--- src/hdl/pmct_pkg.sv ---
// shared types and constants for the ps/2 mouse cursor tracker
// no dependencies; used by every module of the block except pmct_fifo
`default_nettype none

package pmct_pkg;

  // configuration register indexes
  localparam logic [1:0] REG_ENABLE      = 2'd0;
  localparam logic [1:0] REG_DISP_WIDTH  = 2'd1;
  localparam logic [1:0] REG_DISP_HEIGHT = 2'd2;

  // configuration widths and reset values
  localparam int          SIZE_BITS    = 13;
  localparam logic [12:0] WIDTH_RESET  = 13'd1024;
  localparam logic [12:0] HEIGHT_RESET = 13'd768;

  // header byte masks
  localparam logic [7:0] HDR_SYNC     = 8'h08;
  localparam logic [7:0] HDR_OVERFLOW = 8'hC0;
  localparam logic [7:0] HDR_BUTTONS  = 8'h07;

  // packet position in the byte stream
  typedef enum logic [2:0] {
    ST_HEADER = 3'b001,
    ST_XDELTA = 3'b010,
    ST_YDELTA = 3'b100
  } byte_state_t;

  // decoded packet handed from the assembler to the cursor unit
  typedef struct packed {
    logic [2:0] buttons;
    logic [7:0] dx;
    logic [7:0] dy;
  } packet_t;

endpackage

`default_nettype wire

--- src/hdl/pmct_fifo.sv ---
// small register fifo used between the stages of the tracker
// no package dependency; DEPTH must be a power of two of at least two
`default_nettype none

module pmct_fifo #(
  parameter int WIDTH = 19,
  parameter int DEPTH = 2
) (
  input  wire logic             clk,
  input  wire logic             rst,
  input  wire logic             wr,
  input  wire logic [WIDTH-1:0] wdata,
  input  wire logic             rd,
  output logic      [WIDTH-1:0] rdata,
  output logic                  full,
  output logic                  empty
);

  localparam int AW = $clog2(DEPTH);

  logic [WIDTH-1:0] mem [DEPTH];
  logic [AW-1:0]    wptr;
  logic [AW-1:0]    rptr;
  logic [AW:0]      count;
  logic             do_wr;
  logic             do_rd;

  assign full  = (count == (AW+1)'(DEPTH));
  assign empty = (count == '0);
  assign do_wr = wr & ~full;
  assign do_rd = rd & ~empty;
  assign rdata = mem[rptr];

  // storage
  always_ff @(posedge clk) begin
    if (do_wr) begin
      mem[wptr] <= wdata;
    end
  end

  // pointers and fill count
  always_ff @(posedge clk) begin
    if (rst) begin
      wptr  <= '0;
      rptr  <= '0;
      count <= '0;
    end else begin
      if (do_wr) begin
        wptr <= wptr + 1'b1;
      end
      if (do_rd) begin
        rptr <= rptr + 1'b1;
      end
      unique case ({do_wr, do_rd})
        2'b10:   count <= count + 1'b1;
        2'b01:   count <= count - 1'b1;
        default: count <= count;
      endcase
    end
  end

endmodule

`default_nettype wire

--- src/hdl/pmct_front.sv ---
// packet assembler: takes mouse bytes, keeps header alignment, drops overflow packets
// depends on pmct_pkg for header masks, state codes and the packet type
`default_nettype none

module pmct_front (
  input  wire logic              clk,
  input  wire logic              rst,
  input  wire logic              accept,
  input  wire logic [7:0]        rx_byte,
  input  wire logic              enable,
  output logic                   pkt_valid,
  output pmct_pkg::packet_t      pkt
);

  pmct_pkg::byte_state_t state;
  logic [7:0]            header_byte;
  logic [7:0]            x_delta_byte;
  logic                  take;

  assign take = accept & enable;

  // a complete packet without overflow bits goes to the queue
  always_comb begin
    pkt.buttons = header_byte[2:0] & pmct_pkg::HDR_BUTTONS[2:0];
    pkt.dx      = x_delta_byte;
    pkt.dy      = rx_byte;
    pkt_valid   = take && (state == pmct_pkg::ST_YDELTA)
                  && ((header_byte & pmct_pkg::HDR_OVERFLOW) == 8'h00);
  end

  // byte position tracking
  always_ff @(posedge clk) begin
    if (rst) begin
      state        <= pmct_pkg::ST_HEADER;
      header_byte  <= '0;
      x_delta_byte <= '0;
    end else if (take) begin
      unique case (state)
        pmct_pkg::ST_HEADER: begin
          if ((rx_byte & pmct_pkg::HDR_SYNC) != 8'h00) begin
            header_byte <= rx_byte;
            state       <= pmct_pkg::ST_XDELTA;
          end
        end
        pmct_pkg::ST_XDELTA: begin
          x_delta_byte <= rx_byte;
          state        <= pmct_pkg::ST_YDELTA;
        end
        default: begin
          state <= pmct_pkg::ST_HEADER;
        end
      endcase
    end
  end

endmodule

`default_nettype wire

--- src/hdl/pmct_back.sv ---
// cursor unit: applies packet deltas, clamps each axis, tracks previous buttons
// depends on pmct_pkg for the packet type and reset sizes
`default_nettype none

module pmct_back #(
  parameter int COORD_BITS = 12
) (
  input  wire logic                        clk,
  input  wire logic                        rst,
  input  wire logic                        pkt_valid,
  input  wire pmct_pkg::packet_t           pkt,
  input  wire logic [12:0]                 disp_width,
  input  wire logic [12:0]                 disp_height,
  input  wire logic                        res_full,
  output logic                             pkt_pop,
  output logic                             res_wr,
  output logic [2*COORD_BITS+5:0]          res_data
);

  localparam int SW = COORD_BITS + 2;
  localparam int LW = (COORD_BITS > pmct_pkg::SIZE_BITS) ? COORD_BITS : pmct_pkg::SIZE_BITS;
  localparam logic [LW-1:0] COORD_MAX_EXT = LW'({COORD_BITS{1'b1}});

  logic [COORD_BITS-1:0] pos_x;
  logic [COORD_BITS-1:0] pos_y;
  logic [2:0]            last_buttons;
  logic [COORD_BITS-1:0] pos_x_next;
  logic [COORD_BITS-1:0] pos_y_next;
  logic [COORD_BITS-1:0] lim_x;
  logic [COORD_BITS-1:0] lim_y;
  logic signed [SW-1:0]  sum_x;
  logic signed [SW-1:0]  sum_y;

  // clamp limit for one axis: size minus one, zero for zero, saturated to range
  function automatic logic [COORD_BITS-1:0] axis_limit(input logic [12:0] size);
    logic [12:0]   lim;
    logic [LW-1:0] lim_ext;
    lim     = (size == 13'd0) ? 13'd0 : size - 13'd1;
    lim_ext = LW'(lim);
    if (lim_ext > COORD_MAX_EXT) begin
      axis_limit = '1;
    end else begin
      axis_limit = lim_ext[COORD_BITS-1:0];
    end
  endfunction

  // clamp a signed sum into [0, lim]
  function automatic logic [COORD_BITS-1:0] clamp(input logic signed [SW-1:0] v,
                                                  input logic [COORD_BITS-1:0] lim);
    if (v[SW-1]) begin
      clamp = '0;
    end else if (v[SW-2:0] > {1'b0, lim}) begin
      clamp = lim;
    end else begin
      clamp = v[COORD_BITS-1:0];
    end
  endfunction

  // new position
  always_comb begin
    lim_x      = axis_limit(disp_width);
    lim_y      = axis_limit(disp_height);
    sum_x      = $signed({2'b00, pos_x}) + SW'($signed(pkt.dx));
    sum_y      = $signed({2'b00, pos_y}) - SW'($signed(pkt.dy));
    pos_x_next = clamp(sum_x, lim_x);
    pos_y_next = clamp(sum_y, lim_y);
  end

  // one packet per cycle whenever the result queue has room
  assign pkt_pop  = pkt_valid & ~res_full;
  assign res_wr   = pkt_pop;
  assign res_data = {pos_x_next, pos_y_next, pkt.buttons, last_buttons};

  // cursor state
  always_ff @(posedge clk) begin
    if (rst) begin
      pos_x        <= COORD_BITS'(pmct_pkg::WIDTH_RESET >> 1);
      pos_y        <= COORD_BITS'(pmct_pkg::HEIGHT_RESET >> 1);
      last_buttons <= '0;
    end else if (pkt_pop) begin
      pos_x        <= pos_x_next;
      pos_y        <= pos_y_next;
      last_buttons <= pkt.buttons;
    end
  end

endmodule

`default_nettype wire

--- src/hdl/ps2_mouse_cursor_tracker_top.sv ---
// ps/2 mouse cursor tracker: top level with configuration registers and queues
// depends on pmct_pkg, pmct_front, pmct_fifo and pmct_back
//
// Usage: raw mouse bytes enter through a queue-style port (push/full); a byte
// is taken at an edge with push high and full low. Every complete packet of
// three bytes with no overflow bit yields one result (cursor_x, cursor_y,
// buttons, old_buttons) on a queue-style output (empty/pop); a result is
// taken at an edge with pop high and empty low. Bytes taken while enable is
// zero are dropped, as are header candidates without bit 3 set.
// Throughput: one byte per cycle while full is low. The edge that takes the last
// byte of a packet writes the packet queue; the cursor unit then writes the
// result queue once it has room, and the result is visible after that write.
// Stalls: the cursor unit holds while the two-entry result queue is full;
// full rises when the two-entry packet queue between the assembler and the
// cursor unit fills, so a stalled receiver backs up to the byte input.
// Reset (rst, synchronous) clears both queues, disables the stream, sets the
// screen to 1024 x 768 and centers the cursor. Registers are written through
// wr_en / wr_index / wr_data; the user must do so only while the block is idle, unchecked.
`default_nettype none

module ps2_mouse_cursor_tracker_top #(
  parameter int COORD_BITS = 12
) (
  input  wire logic                  clk,
  input  wire logic                  rst,
  input  wire logic                  wr_en,
  input  wire logic [1:0]            wr_index,
  input  wire logic [12:0]           wr_data,
  input  wire logic                  push,
  output logic                       full,
  input  wire logic [7:0]            rx_byte,
  output logic                       empty,
  input  wire logic                  pop,
  output logic [COORD_BITS-1:0]      cursor_x,
  output logic [COORD_BITS-1:0]      cursor_y,
  output logic [2:0]                 buttons,
  output logic [2:0]                 old_buttons
);

  localparam int PW = $bits(pmct_pkg::packet_t);
  localparam int RW = 2 * COORD_BITS + 6;

  logic                enable;
  logic [12:0]         disp_width;
  logic [12:0]         disp_height;
  logic                pkt_wr;
  pmct_pkg::packet_t   pkt_in;
  pmct_pkg::packet_t   pkt_out;
  logic                pkt_empty;
  logic                pkt_pop;
  logic                res_wr;
  logic                res_full;
  logic [RW-1:0]       res_in;
  logic [RW-1:0]       res_out;

  // configuration registers
  always_ff @(posedge clk) begin
    if (rst) begin
      enable      <= 1'b0;
      disp_width  <= pmct_pkg::WIDTH_RESET;
      disp_height <= pmct_pkg::HEIGHT_RESET;
    end else if (wr_en) begin
      unique case (wr_index)
        pmct_pkg::REG_ENABLE:      enable      <= wr_data[0];
        pmct_pkg::REG_DISP_WIDTH:  disp_width  <= wr_data;
        pmct_pkg::REG_DISP_HEIGHT: disp_height <= wr_data;
        default: ;
      endcase
    end
  end

  // packet assembler
  pmct_front u_front (
    .clk       (clk),
    .rst       (rst),
    .accept    (push & ~full),
    .rx_byte   (rx_byte),
    .enable    (enable),
    .pkt_valid (pkt_wr),
    .pkt       (pkt_in)
  );

  // packet queue between assembler and cursor unit
  pmct_fifo #(
    .WIDTH (PW),
    .DEPTH (2)
  ) u_pkt_q (
    .clk   (clk),
    .rst   (rst),
    .wr    (pkt_wr),
    .wdata (pkt_in),
    .rd    (pkt_pop),
    .rdata (pkt_out),
    .full  (full),
    .empty (pkt_empty)
  );

  // cursor unit
  pmct_back #(
    .COORD_BITS (COORD_BITS)
  ) u_back (
    .clk         (clk),
    .rst         (rst),
    .pkt_valid   (~pkt_empty),
    .pkt         (pkt_out),
    .disp_width  (disp_width),
    .disp_height (disp_height),
    .res_full    (res_full),
    .pkt_pop     (pkt_pop),
    .res_wr      (res_wr),
    .res_data    (res_in)
  );

  // result queue
  pmct_fifo #(
    .WIDTH (RW),
    .DEPTH (2)
  ) u_res_q (
    .clk   (clk),
    .rst   (rst),
    .wr    (res_wr),
    .wdata (res_in),
    .rd    (pop),
    .rdata (res_out),
    .full  (res_full),
    .empty (empty)
  );

  // result fields
  assign cursor_x    = res_out[RW-1 -: COORD_BITS];
  assign cursor_y    = res_out[RW-COORD_BITS-1 -: COORD_BITS];
  assign buttons     = res_out[5:3];
  assign old_buttons = res_out[2:0];

endmodule

`default_nettype wire
--- config.mk ---
export PLATFORM = sky130hd
export DESIGN_NAME = ps2_mouse_cursor_tracker_top
export DESIGN_NICKNAME = d
export VERILOG_FILES = /design/src/hdl/pmct_pkg.sv /design/src/hdl/pmct_fifo.sv /design/src/hdl/pmct_front.sv /design/src/hdl/pmct_back.sv /design/src/hdl/ps2_mouse_cursor_tracker_top.sv
export SDC_FILE = /design/constraint.sdc
export NUM_CORES = 1
export LEC_CHECK = 0
export BUFFER_PORTS_ARGS = -buffer_cell sky130_fd_sc_hd__buf_4
export CORE_ASPECT_RATIO = 0.75
export CORE_MARGIN = 2
export CORE_UTILIZATION = 61
export DETAILED_ROUTE_END_ITERATION = 10
export GPL_TIMING_DRIVEN = 0
export HOLD_SLACK_MARGIN = 0.02
export PLACE_DENSITY_LB_ADDON = 0.05
export RECOVER_POWER = 50
export SLEW_MARGIN = 40
export SYNTH_ARGS = -nofsm -noshare
export SYNTH_HDL_FRONTEND = slang
export SYNTH_SLANG_ARGS = --single-unit
--- constraint.sdc ---
create_clock -name clk -period 5.47 [get_ports clk]
set_input_delay 1.094 -clock clk [delete_from_list [all_inputs] [get_ports clk]]
set_output_delay 1.094 -clock clk [all_outputs]
set_load 0.05 [all_outputs]
== Word level (Yosys, flattened, before mapping) ==
Memory sizes are Yosys's and may differ from the RTL's. A register that Yosys moved wholly into a read port is not among the register bits.
Index checks and enable logic that the tools add are counted.
Cells by class
  bitwise operators: 11
  eq/ne operators: 12
  order comparisons: 4
  muxes and demuxes: 20
  add/sub/neg operators: 12
  reduce and logical (&&, ||, !) cells: 16
Operator list (number)
  $mux 12: 6
  $gt 13x12->1: 2
  $gt 13x12->1 const B: 2
  $logic_not 13->1: 2
  $mux 13: 2
  $sub 13x1->13 const B: 2
  $add 13x8->14: 1
  $sub 13x8->14: 1
  $eq 2x2->1 const B: 5
  $reduce_and 2->1: 5
  $logic_not 8->1: 1
  $mux 1: 8
  $pmux 2 s2: 2
  $and 1x1->1: 7
  $eq 2x1->1 const B: 3
  $logic_not 2->1: 3
  $pmux 3 s2: 1
  $add 1x1->1 const B: 4
  $add 2x1->2 const B: 2
  $not 1->1: 4
  $reduce_bool 2->1: 2
  $sub 2x1->2 const B: 2
  $eq 3x1->1 const B: 1
  $eq 3x2->1 const B: 1
  5 further kinds: 6
Word-level totals
  memories kept: 2
  output and inout bits: 32
  word-level logic and storage cells: 92
  flip-flop bits (word level): 81
  input port bits: 28
  memory bits (writable): 98
Memory list
  u_res_q.mem: words 2, bits a word 30, read ports 1, clocked after Yosys merged registers in 1, write ports 1, RTL line pmct_fifo.sv:21  | logic [WIDTH-1:0] mem [DEPTH];
  u_pkt_q.mem: words 2, bits a word 19, read ports 1, clocked after Yosys merged registers in 1, write ports 1, RTL line pmct_fifo.sv:21

== Longest topological paths before layout ==
  depth in word-level cells: 9
  gate-level depth with buffers: 20
  mapped depth without buffers: 18

== Hierarchy ==
From an unflattened synthesis, not the netlist that was laid out.
Unflattened totals
  cell total of the unflattened synthesis: 940
  area total of the unflattened synthesis: 9862.0 um^2
Modules (own cells, without submodules)
  pmct_back: cells each 545, area each 3952.5 um^2, sequential area each 540.5 um^2, instances 1
  pmct_fifo at u_res_q: cells each 119, area each 2378.5 um^2, sequential area each 1901.8 um^2, instances 1
  pmct_fifo at u_pkt_q: cells each 85, area each 1589.0 um^2, sequential area each 1241.2 um^2, instances 1
  ps2_mouse_cursor_tracker_top: cells each 110, area each 1156.1 um^2, sequential area each 540.5 um^2, instances 1
  pmct_front: cells each 81, area each 785.8 um^2, sequential area each 320.3 um^2, instances 1

== Worst setup path before layout ==
No wires, ideal clock.
  kind: register -> register
  from: reg (tool-made name)
  to: reg u_back.pos_y[0]
  arrival: 4305 ps
  period minus slack after synthesis: 4401 ps
  library setup time: 96 ps
  stages on the path, launching flop included: 20
  required time: 5374 ps
  slack: 1069 ps
  path through: dfxtp_1 > buf_2 > buf_1 > mux2i_1 > ha_1 > nor2b_1 > o31a_1 > o21ai_1 > nand2b_1 > a31oi_1 > xnor2_1 > ha_1 > a21oi_1 > nand2_1 > a2111oi_0 > o31ai_1 > a21o_1 > buf_6 > mux2_4 > o41ai_2
RTL lines
  end signal: assignment: RTL line pmct_back.sv:78  | pos_y <= COORD_BITS'(pmct_pkg::HEIGHT_RESET >> 1);
  end signal: assignment: RTL line pmct_back.sv:82  | pos_y <= pos_y_next;
  end: declaration: RTL line pmct_back.sv:25  | logic [COORD_BITS-1:0] pos_y;

==> impl_results.md <==
- Status: finished, violations left
- Failing checks: capacitance limit, slew limit
- CP max-delay cell: mux2i_1
- Leakage: just over 4 nW
- H-Tree Level Count: 4
- Slew Limit Fails: 71
- Mux contribution to synthesized area: 10.5%
- Min-Delay Path Class: reg -> reg
- Distinct cell type count after synthesis: 67
- Top delay family on crit path: compound AO/OA/AOI/OAI gates
- Sink Count: 178
- DRT Pass-1 Iters: 5
- Area leader, netlist: edfxtp_1
- First-pass GRT wire length: 31900 µm
- Sequential area share after synthesis: 49.7%
- Prevailing post-synth register cell: edfxtp_1
- 1st-iter DRT viols: 568
- Final period utilization: about nine tenths
- Final WL: ~20000 µm
- Relative slew slack: -29.0%
- Clk slew on worst S/H paths: 0.07 ns
- Die width: about 150 µm
- Number of fill cells: 1069
- Peak VDD IR: 0.227 mV
- Compound-Gate Fraction of Synth Area: 12.1%
- Area contributors post-synth: edfxtp_1, dfxtp_1, ha_1, mux2_2, mux2i_1
- FP Rows: 38
- Fin crit period: around 5 ns
- CP Buf/Inv Count: 2
- Synthesized area: 9140 µm²
- P&R area growth vs syn: 13.7%
- Worst skew pair latency: 0.43 ns
- Final Hold Viols: 0
- Post-CTS Hold Buffers: 0
- Total CTS buffers: 17
- Longest Clk Path Bufs: 2
- Core area: 14500 µm²
- Largest net degree at the start of global routing: 31
- Gpl congestion: ~0.86
- Initial antenna violation count: 1
- Fraction of registers with async set/reset: 0%
- Critical path peak fanout: 19
- Max-Cap Viols: 3
- Number of flops mapped to enable cells by yosys: 98
- DRC viols: 0
- Wirelength per Cell: ~17 µm
- GRT overflow: 0
- Crit path kind: reg -> reg
- Final setup viols: 0
- Power Total: 2.86 mW
- Detail Route Antenna Nets: 0
- Slowest stage delay, CP: roughly 0.48 ns
- Crit. End Element: flop
- Yosys warning count: 0
- Pwr Density: 275 nW/µm²
- Crit path launch type: flop
- Max Clk Rate: roughly 200 MHz
- Total negative slack: 0 ns
- Cell count after synthesis: 846
- Die ar.: 16000 µm²
- DP HPWL: about 15000 µm
- Port Buf Inserts: 58
- Drt via density: 5.67
- CTS tree: done
- Initial Util: approximately 63%
- Synth Area in XOR/XNOR: around 4.4%
- Critical Path AT: 5.15 ns
- Synth Area in Adders: 7.94%
- Post-Synth Simple-Gate Area: between 10% and 20%
- Clk root buf: clkbuf_16
- Vias in the first global route: 6236
- # diodes: 0
- Share of cells above drive strength 1: 16.6%
- Critical path cell sequence: buf_2 > mux2i_1 > ha_1 > o21a_1 > o31a_1 > o21ai_1 > nand2b_1 > a31oi_1 > xnor2_1 > ha_1 > a21oi_1 > nand2_1 > a2111oi_0 > o31ai_1 > a21o_1 > buf_6 > mux2i_1 > nor2_1
- Largest family of logic cells by synthesized area: simple AND/OR/NAND/NOR gates
- Die Y: around 110 µm
- Least-Margin Pin Slew: between 1.5 and 2 ns
- Via count: 6437
- Worst path required time: 5.63 ns
- Yosys reg bits: 178
- I/O pin total: 60
- Syn Area/Cell: 10.8 µm²
- Nets: 1007
- Mapped Nets: 930
- RSZ-0062 raised after global routing: false
- Total global-route track usage: between 20% and 30%
- Clock skew: 0.00628 ns
- Yosys top cell area share: 32.2%
stage by stage:
step	cells	hold slack, ns	area, µm²	setup slack (ns)	utilization [%]
detailed placement	1105	0.438	9860	0.145	67.8
global placement	1104	0.430	9830	0.233	67.5
floorplan	846	0.425	9140	1.07	-
finish	1136	0.461	10400	0.484	71.5
CTS	1137	0.459	10500	0.0966	71.9
global route	1136	0.478	10400	0.164	71.5
synthesized netlist by cell type, types with 3 or more instances:
cell type and instances:
o31ai_1 6, nor3b_1 3, edfxtp_1 98, o21ai_1 19, o21ai_0 15, o41ai_2 11
clkbuf_1 23, nor3_1 7, nand3b_1 5, or4_1 5, dfxtp_1 80, nor2_1 79
buf_1 3, a31oi_1 4, nand2_1 96, inv_1 42, a21o_1 17, mux2i_1 40
nor4_1 3, nand2b_1 5, a21oi_1 61, mux2_1 3, nand4_1 3, xnor2_1 32
o21a_1 3, nand3_1 8, a211oi_1 4, or3_1 7, ha_1 54, mux2_2 43
xor2_1 12, nor2b_1 7, o21bai_1 5
worst reg2reg max path, cell delays in order, from the launching register on:
cell and delay, ns:
dfxtp_1 0.32, buf_2 0.43, mux2i_1 0.49, ha_1 0.38, o21a_1 0.21, o31a_1 0.11, o21ai_1 0.18, nand2b_1 0.11
a31oi_1 0.21, xnor2_1 0.18, ha_1 0.30, a21oi_1 0.18, nand2_1 0.07, a2111oi_0 0.45, o31ai_1 0.19, a21o_1 0.25
buf_6 0.16, mux2i_1 0.36, nor2_1 0.12
sequential cells by signal (all words and copies together), names as in the netlist, named ones only:
name and count:
u_res_q.mem 60, u_pkt_q.mem 38, disp_height 13, disp_width 13
u_back.pos_x 12, u_back.pos_y 12, u_front.x_delta_byte 8, u_front.header_byte 5
u_back.last_buttons 3, u_front.state 3, u_pkt_q.count 2, u_res_q.count 2
enable 1, u_pkt_q.rptr 1, u_pkt_q.wptr 1, u_res_q.rptr 1
u_res_q.wptr 1
routing by layer:
metal | global-route usage (%) | share of wire (%) | vias up | routed length [µm]
met5 | 0 | 0 | - | 0
met2 | 40.1 | 42 | 183 | 8370
met4 | 7.21 | 1.3 | 0 | 253
li1 | - | - | 3189 | -
met3 | 4.44 | 5.5 | 21 | 1080
met1 | 37.6 | 51 | 3044 | 10100
power breakdown:
part | internal [mW] | switching, mW | total, mW
clock | 0.631 | 0.543 | 1.17
sequential | 1.42 | 0.00986 | 1.43
combinational | 0.100 | 0.160 | 0.260
kinds of logic after synthesis:
group           after synthesis
buf+inv                      74
flops                       178
fa+ha+maj                    57
simple gates                241
mux                          89
xor+xnor                     45
compound gates              162
area by class of cell:
cell class / count / area, µm² / area share (%)
Buffer: 30 / 134 / 1.29
Clock buffer: 18 / 450 / 4.33
Clock inverter: 14 / 139 / 1.34
Inverter: 43 / 161 / 1.55
Multi-Input combinational cell: 594 / 4300 / 41.3
Sequential cell: 178 / 4540 / 43.7
Tap cell: 200 / 250 / 2.41
Timing Repair Buffer: 59 / 420 / 4.04
placed cells by master (no fill, tap or decap), types with 4 or more instances in the layout:
cell type and count:
edfxtp_1 98, nand2_1 96, dfxtp_1 80, nor2_1 79, a21oi_1 61, ha_1 54, buf_4 49, inv_1 43
mux2i_1 40, mux2_2 40, xnor2_1 32, clkbuf_1 32, o21ai_1 19, clkbuf_16 18, a21o_1 17, o21ai_0 15
xor2_1 12, o41ai_2 11, nand3_1 8, or3_1 7, nor3_1 7, nor2b_1 7, mux2_1 6, o31ai_1 6
or4_1 5, nand2b_1 5, o21bai_1 5, nand3b_1 5, a211oi_1 4, a31oi_1 4, inv_8 4
final timing paths:
check,start,end,slack [ns],depth (start not counted)
max,flop,u_res_q.mem[1][12],0.48,18
max reg2reg,flop,u_res_q.mem[1][12],0.48,18
min reg2reg,u_front.x_delta_byte[6],u_pkt_q.mem[1][14],0.46,0
min,u_front.x_delta_byte[6],u_pkt_q.mem[1][14],0.46,0
what timing repair did:
action / CTS / global route
gates resized for setup: 0 / 0
setup endpoints to repair: 0 / 32
setup buffers: 0 / 0
(Power assumes the default switching activity.)
